**config.mk**
```make
export PLATFORM = sky130hd
export DESIGN_NAME = pms_div
export DESIGN_NICKNAME = d
export VERILOG_FILES = /design/src/sv/pms_pkg.sv /design/src/sv/pms_div.sv
export SDC_FILE = /design/constraint.sdc
export NUM_CORES = 1
export LEC_CHECK = 0
export BUFFER_PORTS_ARGS = -buffer_cell sky130_fd_sc_hd__buf_2
export CAP_MARGIN = 20
export CORE_MARGIN = 2
export CORE_UTILIZATION = 50
export CTS_CLUSTER_SIZE = 28
export DETAILED_ROUTE_END_ITERATION = 7
export MAX_ROUTING_LAYER = met4
export PLACE_DENSITY = 0.76
export SLEW_MARGIN = 15
export SYNTH_ARGS = -nofsm -noshare
export SYNTH_HDL_FRONTEND = slang
export SYNTH_SLANG_ARGS = --single-unit
```
**constraint.sdc**
```tcl
create_clock -name clk_i -period 3.54 [get_ports clk_i]
set_input_delay 0.531 -clock clk_i [delete_from_list [all_inputs] [get_ports clk_i]]
set_output_delay 0.531 -clock clk_i [all_outputs]
set_load 0.05 [all_outputs]
```
**src/sv/pms_pkg.sv**
```systemverilog
package pms_pkg;

  // Default coordinate width of the input points.
  localparam int COORD_BITS_DEF = 16;

  // Widths of the arithmetic units.
  localparam int NORM_W    = 33;
  localparam int RAD_W     = 64;
  localparam int ROOT_W    = 32;
  localparam int DIV_NUM_W = 45;
  localparam int DIV_DEN_W = 34;

  // Register values after reset.
  localparam logic [24:0] SCALE_RST = 25'd4096;
  localparam logic [31:0] BASE_RST  = 32'd0;
  localparam logic [15:0] HW_RST    = 16'd0;
  localparam logic [31:0] COL_RST   = 32'hFFFF_FFFF;

  // Register map, one word per register.
  typedef enum logic [1:0] {
    REG_SCALE,
    REG_BASE,
    REG_HW,
    REG_COL
  } reg_e;

  // Sequencer states of the top level.
  typedef enum logic [4:0] {
    S_IDLE,
    S_NORM,
    S_SQA,
    S_SQB,
    S_SQRT_GO,
    S_SQRT_W,
    S_DX_GO,
    S_DX_W,
    S_DY_GO,
    S_DY_W,
    S_MA,
    S_MB,
    S_MC,
    S_MD,
    S_ME,
    S_MF,
    S_MG,
    S_MX_GO,
    S_MX_W,
    S_MY_GO,
    S_MY_W,
    S_EMIT,
    S_PX,
    S_PY
  } state_e;

endpackage

```
**src/sv/pms_div.sv**
```systemverilog
module pms_div (
  input  logic                           clk_i,
  input  logic                           rst_ni,
  input  logic                           start_i,
  input  logic [pms_pkg::DIV_NUM_W-1:0]  num_i,
  input  logic [pms_pkg::DIV_DEN_W-1:0]  den_i,
  output logic                           done_o,
  output logic [pms_pkg::DIV_NUM_W-1:0]  quo_o
);

  localparam int NumW = pms_pkg::DIV_NUM_W;
  localparam int DenW = pms_pkg::DIV_DEN_W;
  localparam int CntW = $clog2(NumW + 1);

  logic [NumW-1:0] num_q;
  logic [DenW-1:0] den_q;
  logic [DenW-1:0] rem_q;
  logic [CntW-1:0] cnt_q;
  logic            busy_q;
  logic            done_q;

  logic [DenW:0]   rem_sh;
  logic            ge;

  // Restoring division, one quotient bit per cycle shifted into num_q.
  assign rem_sh = {rem_q, num_q[NumW-1]};
  assign ge     = (rem_sh >= {1'b0, den_q});

  always_ff @(posedge clk_i or negedge rst_ni) begin
    if (!rst_ni) begin
      busy_q <= 1'b0;
      done_q <= 1'b0;
      cnt_q  <= '0;
    end else begin
      done_q <= 1'b0;
      if (start_i) begin
        busy_q <= 1'b1;
        cnt_q  <= CntW'(NumW);
      end else if (busy_q) begin
        cnt_q <= cnt_q - 1'b1;
        if (cnt_q == CntW'(1)) begin
          busy_q <= 1'b0;
          done_q <= 1'b1;
        end
      end
    end
  end

  always_ff @(posedge clk_i) begin
    if (start_i) begin
      num_q <= num_i;
      den_q <= den_i;
      rem_q <= '0;
    end else if (busy_q) begin
      num_q <= {num_q[NumW-2:0], ge};
      rem_q <= ge ? DenW'(rem_sh - {1'b0, den_q}) : DenW'(rem_sh);
    end
  end

  assign done_o = done_q;
  assign quo_o  = num_q;

endmodule

```
## After elaboration in Yosys (flattened, before gate mapping)

Index checks and enable logic that the tools add are counted.

| storage, ports and cells | value |
|---|---|
| register bits after elaboration | 121 |
| bits of input ports | 82 |
| output and inout bits | 46 |
| logic and storage cells | 22 |

| operators by class | value |
|---|---|
| $add $sub $neg | 2 |
| $lt $le $gt $ge | 1 |
| eq/ne operators | 1 |
| multiplexer cells | 11 |
| reductions and logical operators | 1 |

Operators with widths:

| cell | count |
|---|---|
| $mux W45 | 2 |
| $ge A35 B34 Y1 | 1 |
| $mux W34 | 1 |
| $sub A34 B34 Y34 | 1 |
| $mux W6 | 2 |
| $eq A6 B1 Y1 const B | 1 |
| $mux W1 | 6 |
| $sub A6 B1 Y6 const B | 1 |
| $reduce_bool A2 Y1 | 1 |

## Longest topological paths before layout

| depth | value |
|---|---|
| depth after elaboration | 4 |
| gate-level depth with buffers | 13 |
| gate-level depth less buffers | 12 |

## Worst setup path after synthesis

Ideal clock, no wire load.

| timing | value |
|---|---|
| path kind | flip-flop to flip-flop |
| start point | reg num_q[44], in the netlist quo_o[44] |
| end point | reg rem_q[26] |
| library setup time | 137 ps |
| data arrival time | 2,940 ps |
| required time | 3,403 ps |
| path slack | 463 ps |
| stages on the path, launching flop included | 13 |
| buffers on the path | 0 |
| clock period less this slack | 3,077 ps |
| path through | edfxtp_1 inv_1 ha_1 inv_1 fa_1 a21o_1 a311o_1 o211ai_1 nand3_1 a41o_1 a311o_1 a31oi_1 a211oi_1 |

| between the ends | value |
|---|---|
| longest elaborated chain between the ends | 2 |
| elaborated cells on any way between the ends | 3 |
| classes of those cells | 1 x add/sub; 1 x order compare; 1 x mux |

RTL lines:

| what | line | text |
|---|---|---|
| from (decl) | pms_div.sv:15 | `logic [NumW-1:0] num_q;` |
| from (signal assigned) | pms_div.sv:51 | `num_q <= num_i;` |
| from (signal assigned) | pms_div.sv:55 | `num_q <= {num_q[NumW-2:0], ge};` |
| $sub A34 B34 Y34 / $ge A35 B34 Y1 (equally long branches) | pms_div.sv:56, pms_div.sv:27 |  |
| $mux W34 * | pms_div.sv:56 | `rem_q <= ge ? DenW'(rem_sh - {1'b0, den_q}) : DenW'(rem_sh);` |
| to (signal assigned) | pms_div.sv:56 |  |
| to (decl) | pms_div.sv:17 | `logic [DenW-1:0] rem_q;` |

Mark *: on every way between the ends. The rest lies on a longest branch, timed or not.
A chain may end at the register's enable or synchronous reset.

## Final worst setup path

Same ends and word-level chain as after synthesis.

==> results.toml <==
[floorplan]
die-area_um2 = 14700
die_width_um = 121.2
start_util = 0.5148
ios = 128
num_rows = 42
die_h_um = 121.2
core_um2 = 13350

[setup_path]
crit_type = "reg -> reg"
arrival_ns = 3.46
endpoint_kind = "flip-flop"
startpoint_type = "flip-flop"
path_cells = "inv_1, ha_1, inv_1, fa_1, a21o_1, a311o_1, o211ai_1, nand3_1, a41o_1, a311o_1, a31oi_1, a211oi_1"
worst-endpoint-required_ns = 3.81
max_stage_delay_ns = 0.42
cpMaxStageDelayCell = "edfxtp_1"
path_max_fanout = 4

[job]
drv_cap = 0

[finish]
nFillCells = 1115
layout.nets = 893
drive_above_1_share = 0.2732
n_antenna_cell = 0
area_delta_synth_final_pct = 20.28
ff_latch_area_um2 = 3253
final_core_util = 0.6192
multi_input_area_um2 = 3286

[yosys]
yosys.area_share.simple = 0.1151
synth_ff_type = "edfxtp_1"
synth_cells = 649
ys_seq_area_frac = 0.4734
synth_top_family_by_area = "compound AO/OA/AOI/OAI gates"
ys_seq_elements = 121
syn_area_um2 = 6872
synth-adder-area-share = 0.06846
synth.distinct_cells = 61
synth_compound_area_frac = 0.1599
syn_nets = 768
yosys_warnings = 0
synth_xor_xnor_area_share = 0.03314
async_reset_ff_frac = 0.06612
synth_mux_area_frac = 0.1016
synth_edf_count = 79
synth_area_per_cell_um2 = 10.59

[routing]
via_count = 5553
drc_errors = 0
drtIter0Drc = 421
drt.antenna.violating_nets = 0
wl_per_cell_um = 17.39
drt-pass1-iter-count = 5
via_per_inst = 5.766
routed_wirelength_um = 16740

[timing]
setup_violations = 0
fin_crit_sh = 0.9014
maxSlewViolCount = 0
whs_ns = 0.2882
finalHoldViolCount = 0
relSlewSlack = 0.3575
worst_pin_slew_ns = 0.9602
rsz0062_at_grt = "false"
tns_ns = 0
max_freq_ghz = 0.3134
min_period_ns = 3.191
fin_skew_ns = 0.007668

[power]
p_per_area_nw_per_um2 = 723.5
ir_drop_uv = 564.7
p_total_uw = 5980
p_leak_uw = 0.003623

[place]
portBuffers = 127
hpwl_um = 11950
place.gp.congestion = 0.9500

[cts]
cts_buffers = 17
cts-resized-gates = 0
htreeDepth = 4
postCtsSetupRepairBufs = 0
clk_latency_ns = 0.42
root_buffer = "clkbuf_16"
ctsHoldBuffers = 1
clk_pin_slew_ns = 0.06
cts_tree = "yes"
clockBufferDepth = 2
numClockSinks = 121

[global_routing]
grt_pass1_vias = 5635
grt_max_degree = 59
grt_overflow_total = 0
antenna_found_initial = 0
grt_pass1_wl_um = 27430
grt.total_usage = 0.2437

[outcome]
status = "complete, no violations"

[min_path]
hold_path.class = "in -> reg"
## sequential cells by signal, indices dropped and copies added (netlist names)
signal  count
cnt_q       6
rem_q      34
done_o      1
busy_q      1
den_q      34
quo_o      45
## cell families after synthesis
logic type	after synthesis
AND/OR/NAND/NOR	160
AO/OA/AOI/OAI	159
flip-flops	121
buffers and inverters	82
multiplexers	64
adder cells (fa/ha/maj)	37
XOR/XNOR	26
## area by class of cell
cell class	count	share of cell area
multi-input combinational	446	0.3975
sequential	121	0.3936
timing repair buffer	137	0.08659
clock buffer	18	0.05192
tap	176	0.02664
inverter	51	0.02316
clock inverter	14	0.02059
## critical path, delay by kind of cell, from the launching register on
family / cells / cell delay, ns
AOI/OAI and AO/OA: 7 / 1.73
and+or+nand+nor: 1 / 0.20
DFF: 1 / 0.42
buffers and inverters: 2 / 0.13
adders and majority gates: 2 / 0.56
## power breakdown
group	internal, µW	leakage, µW	switching (µW)
Combinational	896	0.00216	1380
Sequential	1760	0.00117	173
Clock	1110	0.000287	664
## Yosys cell counts (11+ instances only)
| cell type | count | area [µm²] |
|---|---|---|
| a211oi_1 | 20 | 150.1 |
| a21o_1 | 19 | 142.6 |
| a21oi_1 | 30 | 150.1 |
| and3_1 | 11 | 68.82 |
| clkbuf_1 | 17 | 63.81 |
| dfxtp_1 | 34 | 680.7 |
| edfxtp_1 | 79 | 2372 |
| ha_1 | 36 | 450.4 |
| inv_1 | 51 | 191.4 |
| mux2_2 | 46 | 518.0 |
| mux2i_1 | 18 | 180.2 |
| nand2_1 | 43 | 161.4 |
| nor2_1 | 44 | 165.2 |
| o21ai_0 | 32 | 160.2 |
| xnor2_1 | 20 | 175.2 |
## path summary, 6_finish.rpt
path | from | to | slack [ns] | cells after the start
max | quo_o[44] | rem_q[26] | 0.35 | 12
min | den_i[4] | den_q[4] | 0.29 | 1
max reg2reg | quo_o[44] | rem_q[26] | 0.35 | 12
min reg2reg | rem_q[4] | rem_q[4] | 0.50 | 2
max in group asynchronous | rst_ni | cnt_q[2] | 2.84 | 2
min in group asynchronous | rst_ni | cnt_q[3] | 0.52 | 2
## metrics by stage
step / setup slack, ns / instances / cell area, µm²
floorplan: 0.4628 / 649 / 6872
global placement: 0.4498 / 930 / 7656
detailed placement: 0.3690 / 930 / 7656
CTS: 0.3721 / 963 / 8265
global route: 0.06483 / 963 / 8265
finish: 0.3490 / 963 / 8265
## layer usage
| metal | vias up | track usage | wire [µm] |
|---|---|---|---|
| met2 | 229 | 0.3848 | 7944 |
| met5 | - | - | 0 |
| li1 | 2668 | - | - |
| met1 | 2630 | 0.3069 | 7220 |
| met4 | 0 | 0.07902 | 279 |
| met3 | 26 | 0.06485 | 1298 |
## cell usage in the layout, fill, tap and decap left out, types with 4 or more instances in the layout
cell type and instances:
o21ai_0 32, ha_1 36, and3_1 11, nor3_1 5, o211ai_1 7, a21oi_1 30
nand4_1 10, nand3_1 10, mux2i_1 18, inv_1 51, nor2_1 44, inv_6 4
buf_4 10, edfxtp_1 79, xor2_1 6, nand2b_1 10, clkbuf_16 17, o221ai_1 4
and2_1 4, a311oi_1 5, a211oi_1 20, a32oi_1 5, dfxtp_1 34, dfrtp_1 8
xnor2_1 20, mux2_2 46, a31oi_1 8, nand2_1 43, a21o_1 19, buf_2 126
nor4_1 4, nor3b_1 4
Power figures use the tool's default switching activity.
