### src/sv/pms_pkg.sv
package pms_pkg;

  // Default coordinate width of the input points.
  localparam int COORD_BITS_DEF = 16;

  // Widths of the arithmetic units.
  localparam int NORM_W    = 33;
  localparam int RAD_W     = 64;
  localparam int ROOT_W    = 32;
  localparam int DIV_NUM_W = 45;
  localparam int DIV_DEN_W = 34;

  // Register values after reset.
  localparam logic [24:0] SCALE_RST = 25'd4096;
  localparam logic [31:0] BASE_RST  = 32'd0;
  localparam logic [15:0] HW_RST    = 16'd0;
  localparam logic [31:0] COL_RST   = 32'hFFFF_FFFF;

  // Register map, one word per register.
  typedef enum logic [1:0] {
    REG_SCALE,
    REG_BASE,
    REG_HW,
    REG_COL
  } reg_e;

  // Sequencer states of the top level.
  typedef enum logic [4:0] {
    S_IDLE,
    S_NORM,
    S_SQA,
    S_SQB,
    S_SQRT_GO,
    S_SQRT_W,
    S_DX_GO,
    S_DX_W,
    S_DY_GO,
    S_DY_W,
    S_MA,
    S_MB,
    S_MC,
    S_MD,
    S_ME,
    S_MF,
    S_MG,
    S_MX_GO,
    S_MX_W,
    S_MY_GO,
    S_MY_W,
    S_EMIT,
    S_PX,
    S_PY
  } state_e;

endpackage

### src/sv/pms_sqrt.sv
module pms_sqrt (
  input  logic                        clk_i,
  input  logic                        rst_ni,
  input  logic                        start_i,
  input  logic [pms_pkg::RAD_W-1:0]   rad_i,
  output logic                        done_o,
  output logic [pms_pkg::ROOT_W-1:0]  root_o
);

  localparam int RootW = pms_pkg::ROOT_W;
  localparam int RadW  = pms_pkg::RAD_W;
  localparam int RemW  = RootW + 4;
  localparam int CntW  = $clog2(RootW + 1);

  logic [RadW-1:0]  rad_q;
  logic [RemW-1:0]  rem_q;
  logic [RootW-1:0] root_q;
  logic [CntW-1:0]  cnt_q;
  logic             busy_q;
  logic             done_q;

  logic [RemW-1:0]  rem_sh;
  logic [RemW-1:0]  trial;
  logic             ge;

  // One result bit per cycle: bring in two radicand bits and try 4r+1.
  assign rem_sh = {rem_q[RemW-3:0], rad_q[RadW-1 -: 2]};
  assign trial  = {2'b00, root_q, 2'b01};
  assign ge     = (rem_sh >= trial);

  always_ff @(posedge clk_i or negedge rst_ni) begin
    if (!rst_ni) begin
      busy_q <= 1'b0;
      done_q <= 1'b0;
      cnt_q  <= '0;
    end else begin
      done_q <= 1'b0;
      if (start_i) begin
        busy_q <= 1'b1;
        cnt_q  <= CntW'(RootW);
      end else if (busy_q) begin
        cnt_q <= cnt_q - 1'b1;
        if (cnt_q == CntW'(1)) begin
          busy_q <= 1'b0;
          done_q <= 1'b1;
        end
      end
    end
  end

  // Datapath shift registers.
  always_ff @(posedge clk_i) begin
    if (start_i) begin
      rad_q  <= rad_i;
      rem_q  <= '0;
      root_q <= '0;
    end else if (busy_q) begin
      rad_q  <= {rad_q[RadW-3:0], 2'b00};
      rem_q  <= ge ? (rem_sh - trial) : rem_sh;
      root_q <= {root_q[RootW-2:0], ge};
    end
  end

  assign done_o = done_q;
  assign root_o = root_q;

endmodule

### config.mk
export PLATFORM = sky130hd
export DESIGN_NAME = pms_sqrt
export DESIGN_NICKNAME = d
export VERILOG_FILES = /design/src/sv/pms_pkg.sv /design/src/sv/pms_sqrt.sv
export SDC_FILE = /design/constraint.sdc
export NUM_CORES = 1
export LEC_CHECK = 0
export ABC_AREA = 0
export CAP_MARGIN = 0
export CORE_UTILIZATION = 50
export CTS_BUF_LIST = sky130_fd_sc_hd__clkbuf_8
export CTS_CLUSTER_DIAMETER = 120
export CTS_CLUSTER_SIZE = 30
export DETAILED_ROUTE_END_ITERATION = 10
export DONT_BUFFER_PORTS = 1
export GPL_ROUTABILITY_DRIVEN = 0
export SYNTH_ARGS = -nofsm -noshare
export SYNTH_HDL_FRONTEND = slang
export SYNTH_SLANG_ARGS = --single-unit
### constraint.sdc
create_clock -name clk_i -period 3.6 [get_ports clk_i]
set_input_delay 0.18 -clock clk_i [delete_from_list [all_inputs] [get_ports clk_i]]
set_output_delay 0.18 -clock clk_i [all_outputs]
set_load 0.05 [all_outputs]
# Word-level counts from Yosys, hierarchy flattened
# Index checks and enable logic that the tools add are counted.
classes:
  addsub: 2
  order_cmp: 1
  eq_ne: 1
  muxes: 11
  reduce_logical: 1
op_table:
  columns: ["cell", "n"]
  rows:
  - ["2-to-1 mux 64 bit", 2]
  - [">= comparator 36 x 34 -> 1 bit", 1]
  - ["2-to-1 mux 34 bit", 1]
  - ["subtractor 34 bit", 1]
  - ["2-to-1 mux 6 bit", 2]
  - ["== test 6 x 1 -> 1 bit (second input constant)", 1]
  - ["2-to-1 mux 1 bit", 6]
  - ["subtractor 6 x 1 -> 6 bit (second input constant)", 1]
  - ["nonzero test 2 bit", 1]
word_totals:
  reg_bits: 138
  inputBits: 67
  out_inout_bits: 33
  elab_cells: 22

# Logic depth before layout (Yosys ltp)
logic_depth:
  word_depth: 4
  ltp_mapped: 13
  depth_no_buf: 10

# Least setup slack after synthesis
# Ideal clock, no wire load.
synth_timing:
  kind: "flip-flop to flip-flop"
  startpoint: "register root_q[7] (netlist: root_o[7])"
  endpoint: "register rem_q[20]"
  setup_time_ns: 0.128
  t_arrival_ns: 2.738
  required_ns: 3.472
  setup_slack_ns: 0.735
  path_stages_with_launch: 12
  path_buffers: 1
  synth_period_minus_slack_ns: 2.865
  path_cell_list: "dfxtp_1 inv_1 ha_1 a21oi_1 o211ai_1 a41oi_1 a21oi_4 o211ai_4 buf_6 mux2_2 mux2i_1 nor2_1"
synth_via:
  elab_chain_len: 2
  word_cells_on_any_way: 3
  classes_between: "1 x add/sub; 1 x order compare; 1 x mux"
synth_lines:
  columns: ["element", "line_no", "text"]
  rows:
  - ["start, declared", "pms_sqrt.sv:17", "logic [RootW-1:0] root_q;"]
  - ["start signal, assigned", "pms_sqrt.sv:60", "root_q <= {root_q[RootW-2:0], ge};"]
  - ["subtractor 34 bit / >= comparator 36 x 34 -> 1 bit (equally long branches)", "pms_sqrt.sv:59, pms_sqrt.sv:29", null]
  - ["2-to-1 mux 34 bit (*)", "pms_sqrt.sv:59", "rem_q <= ge ? (rem_sh - trial) : rem_sh;"]
  - ["end signal, assigned", "pms_sqrt.sv:59", null]
  - ["end, declared", "pms_sqrt.sv:16", "logic [RemW-1:0] rem_q;"]
# Every way passes the cells marked *; elsewhere a longest branch is shown, timed or not.
# A chain may end at the register's enable or synchronous reset.

# Final worst setup path
layout_timing:
  startpoint: "register root_q[29] (netlist: root_o[29])"
  endpoint: "register rem_q[1]"
layout_via:
  elab_chain_len: 2
layout_lines:
  columns: ["element", "line_no", "text"]
  rows:
  - [">= comparator 36 x 34 -> 1 bit", "pms_sqrt.sv:29", "assign ge = (rem_sh >= trial);"]
  - ["2-to-1 mux 34 bit", "pms_sqrt.sv:59", null]
# No other way between the ends.

==> flow_metrics.py <==
metrics = {
    "outcome": {
        "status": "finished clean",
    },
    "drt": {
        "drt-pass1-iter-count": 5,
        "drt_iter0_drc": 246,
        "via_per_inst": 5.61,
        "drt-total-wl_mm": 16.5,
        "vias": 5868,
        "wl_per_cell_um": 15.7,
        "ant_nets": 0,
        "route.detailed.drc": 0,
    },
    "sta": {
        "setup_viol": 0,
        "slew_headroom": 0.525,
        "finalWorstSetupSlack_ns": 0.624,
        "worst_slew_pin_slew_ns": 0.705,
        "setup_tns_ns": 0,
        "grt_setup_unrepaired": "no",
        "finalMaxSlewViolations": 0,
        "fin_crit_sh": 0.827,
        "hold_viol": 0,
        "skew_ns": 0.0116,
        "timing.fmax_mhz": 336,
        "fin_crit_ns": 2.98,
    },
    "pwr": {
        "power_density_nw_per_um2": 783,
        "swShare": 0.413,
        "power_mw": 7.14,
        "comb_power_share": 0.536,
        "max-vdd-ir-drop_mv": 0.397,
        "pwr-share-clk": 0.167,
        "internal_power_mw": 4.19,
        "p_switching_mw": 2.95,
        "leakage_nw": 3.83,
        "pwr-share-seq": 0.297,
    },
    "grt": {
        "grt_remaining_overflow": 0,
        "antenna_found_initial": 0,
        "track_usage": 0.212,
        "grt_max_degree": 138,
        "grt_pass1_vias": 5790,
        "grt_pass1_wl_mm": 27.2,
    },
    "place": {
        "place_ws_ns": 0.627,
        "dp_hpwl_mm": 11.1,
        "port_buffers": 0,
        "post-place-cells": 948,
    },
    "synthesis": {
        "yosysWarnings": 0,
        "synth_edf_count": 64,
        "synth_cells": 765,
        "synth_seq_area_share": 0.445,
        "synth_cell_type_count": 67,
        "syn_nets": 868,
        "syn_area_um2": 7740,
        "synth_ff_type": "dfxtp_1",
        "async_flop_share": 0.0580,
        "syn_avg_cell_area_um2": 10.1,
        "ys_seq_elements": 138,
    },
    "flow_run": {
        "maxCapViolCount": 0,
    },
    "die": {
        "die_w_um": 126,
        "dieArea_um2": 16000,
        "core_um2": 15100,
        "start_util": 0.511,
        "boundaryPins": 100,
        "die_h_um": 126,
        "rows": 45,
    },
    "final_layout": {
        "area_delta_synth_final_pct": 17.7,
        "fin_cells": 1046,
        "drive_gt1_frac": 0.174,
        "antenna_cells": 0,
        "nets": 948,
    },
    "worst_setup_path": {
        "cp-start-kind": "flop",
        "path_class": "reg2reg",
        "endpoint_kind": "flop",
        "path_max_fanout": 27,
        "arrival_ns": 3.37,
        "worst-endpoint-required_ns": 3.99,
    },
    "min_path": {
        "hp-class": "in2reg",
    },
    "clock_tree": {
        "htree_levels": 4,
        "cts_tree": "done",
        "cts_made_buffers": 17,
        "clkTransAtPathRegs_ns": 0.08,
        "ctsResizeCount": 0,
        "clk_latency_ns": 0.45,
        "clock_sinks": 138,
        "cts_buffer_depth": 2,
        "cts_root_buffer": "clkbuf_8",
    },
}
## worst max-delay path: stages (launching register included)
cell and delay (ns):
dfxtp_1 0.32, buf_4 0.21, inv_1 0.06, ha_1 0.37, a21o_1 0.21, a31oi_1 0.34
nand3_1 0.19, o211ai_4 0.36, buf_4 0.38, mux2i_1 0.26, mux2i_1 0.11, nor2_1 0.11
## cell usage after synthesis, drive strengths merged (4+ instances only)
| cell type | n | area [um2] |
|---|---|---|
| a211oi | 27 | 223 |
| a21o | 8 | 60.1 |
| a21oi | 50 | 280 |
| a31oi | 7 | 43.8 |
| and2 | 6 | 40.0 |
| and3 | 4 | 25.0 |
| buf | 12 | 78.8 |
| clkbuf | 30 | 115 |
| dfrtp | 8 | 200 |
| dfxtp | 66 | 1320 |
| edfxtp | 64 | 1920 |
| ha | 36 | 450 |
| inv | 46 | 173 |
| mux2 | 64 | 721 |
| mux2i | 45 | 450 |
| nand2 | 31 | 116 |
| nand2b | 5 | 31.3 |
| nand3 | 10 | 50.1 |
| nand3b | 4 | 30.0 |
| nand4 | 10 | 62.6 |
| nor2 | 106 | 398 |
| nor2b | 9 | 56.3 |
| nor3 | 8 | 40.0 |
| o211ai | 4 | 43.8 |
| o21a | 5 | 37.5 |
| o21ai | 25 | 125 |
| o21bai | 4 | 30.0 |
| xnor2 | 18 | 158 |
| xor2 | 10 | 87.6 |
## flip-flops by register name, summed over array words and instances (netlist names)
| register | cells |
|---|---|
| root_o | 32 |
| cnt_q | 6 |
| rad_q | 64 |
| done_o | 1 |
| busy_q | 1 |
| rem_q | 34 |
## layout make-up
cell class	instances	area [um2]
fillers	1277	6030
multi-input cells	539	3930
flip-flops and latches	138	3450
repair buffers	103	956
clock buffers	18	248
well taps	188	235
inverters	46	173
clock inverters	14	123
## power groups by stage
| stage | Clock (mW) | Combinational (mW) | Sequential (mW) |
|---|---|---|---|
| floorplan | 0 | 3.14 | 2.14 |
| global placement | 0 | 3.64 | 2.15 |
| detailed placement | 0 | 3.71 | 2.15 |
| CTS | 1.23 | 3.82 | 2.12 |
| global route | 1.29 | 4.24 | 2.15 |
| finish | 1.19 | 3.83 | 2.12 |
## stage by stage
| step | hold slack [ns] | instance area [um2] | utilization |
|---|---|---|---|
| global route | 0.0374 | 9110 | 0.602 |
| floorplan | -0.116 | 7740 | - |
| detailed placement | -0.115 | 8070 | 0.533 |
| global placement | -0.115 | 8070 | 0.533 |
| CTS | 0.0210 | 9110 | 0.602 |
| finish | 0.0407 | 9110 | 0.602 |
## timing repair
item | 4_1_cts | 5_1_grt
endpoints found under the hold margin | 144 | 0
setup endpoints to repair | 0 | 0
setup buffers | 0 | 0
hold buffers | 66 | 0
## final timing paths
check | cells past startpoint | end | slack [ns] | from
worst max-delay path | 11 | rem_q[1] | 0.62 | root_o[29]
worst min-delay path | 2 | busy_q | 0.04 | start_i
worst max register to register | 11 | rem_q[1] | 0.62 | root_o[29]
worst min register to register | 2 | rem_q[33] | 0.50 | rem_q[33]
max in group asynchronous | 1 | busy_q | 3.24 | rst_ni
min in group asynchronous | 1 | cnt_q[2] | 0.07 | rst_ni
## layer usage
layer  part of all wire  global-route usage  vias up  routed length [um]
met5                  0                   0        -                   0
met4              0.017              0.0751        0                 279
met3              0.047              0.0616       24                 767
met1               0.45               0.260     2788                7470
met2               0.48               0.356      132                7940
li1                   -                   -     2924                   -
## cells by family after synthesis
logic type	Yosys count	synth area share
XOR/XNOR	28	0.0317
AO/OA/AOI/OAI	159	0.143
AND/OR/NAND/NOR	207	0.123
adder cells (fa/ha/maj)	36	0.0582
multiplexers	109	0.151
flip-flops	138	0.445
buffers and inverters	88	0.0473
## layout by cell type (no fill, tap or decap), types with 36 or more instances in the layout
cell,synthesis,routed
a21oi_1,46,46
dfxtp_1,66,66
mux2i_1,45,45
edfxtp_1,64,64
dlygate4sd3_1,0,65
mux2_2,64,64
buf_4,2,37
nor2_1,106,106
ha_1,36,36
inv_1,46,46
No activity file was read; power rests on OpenSTA's default activity.
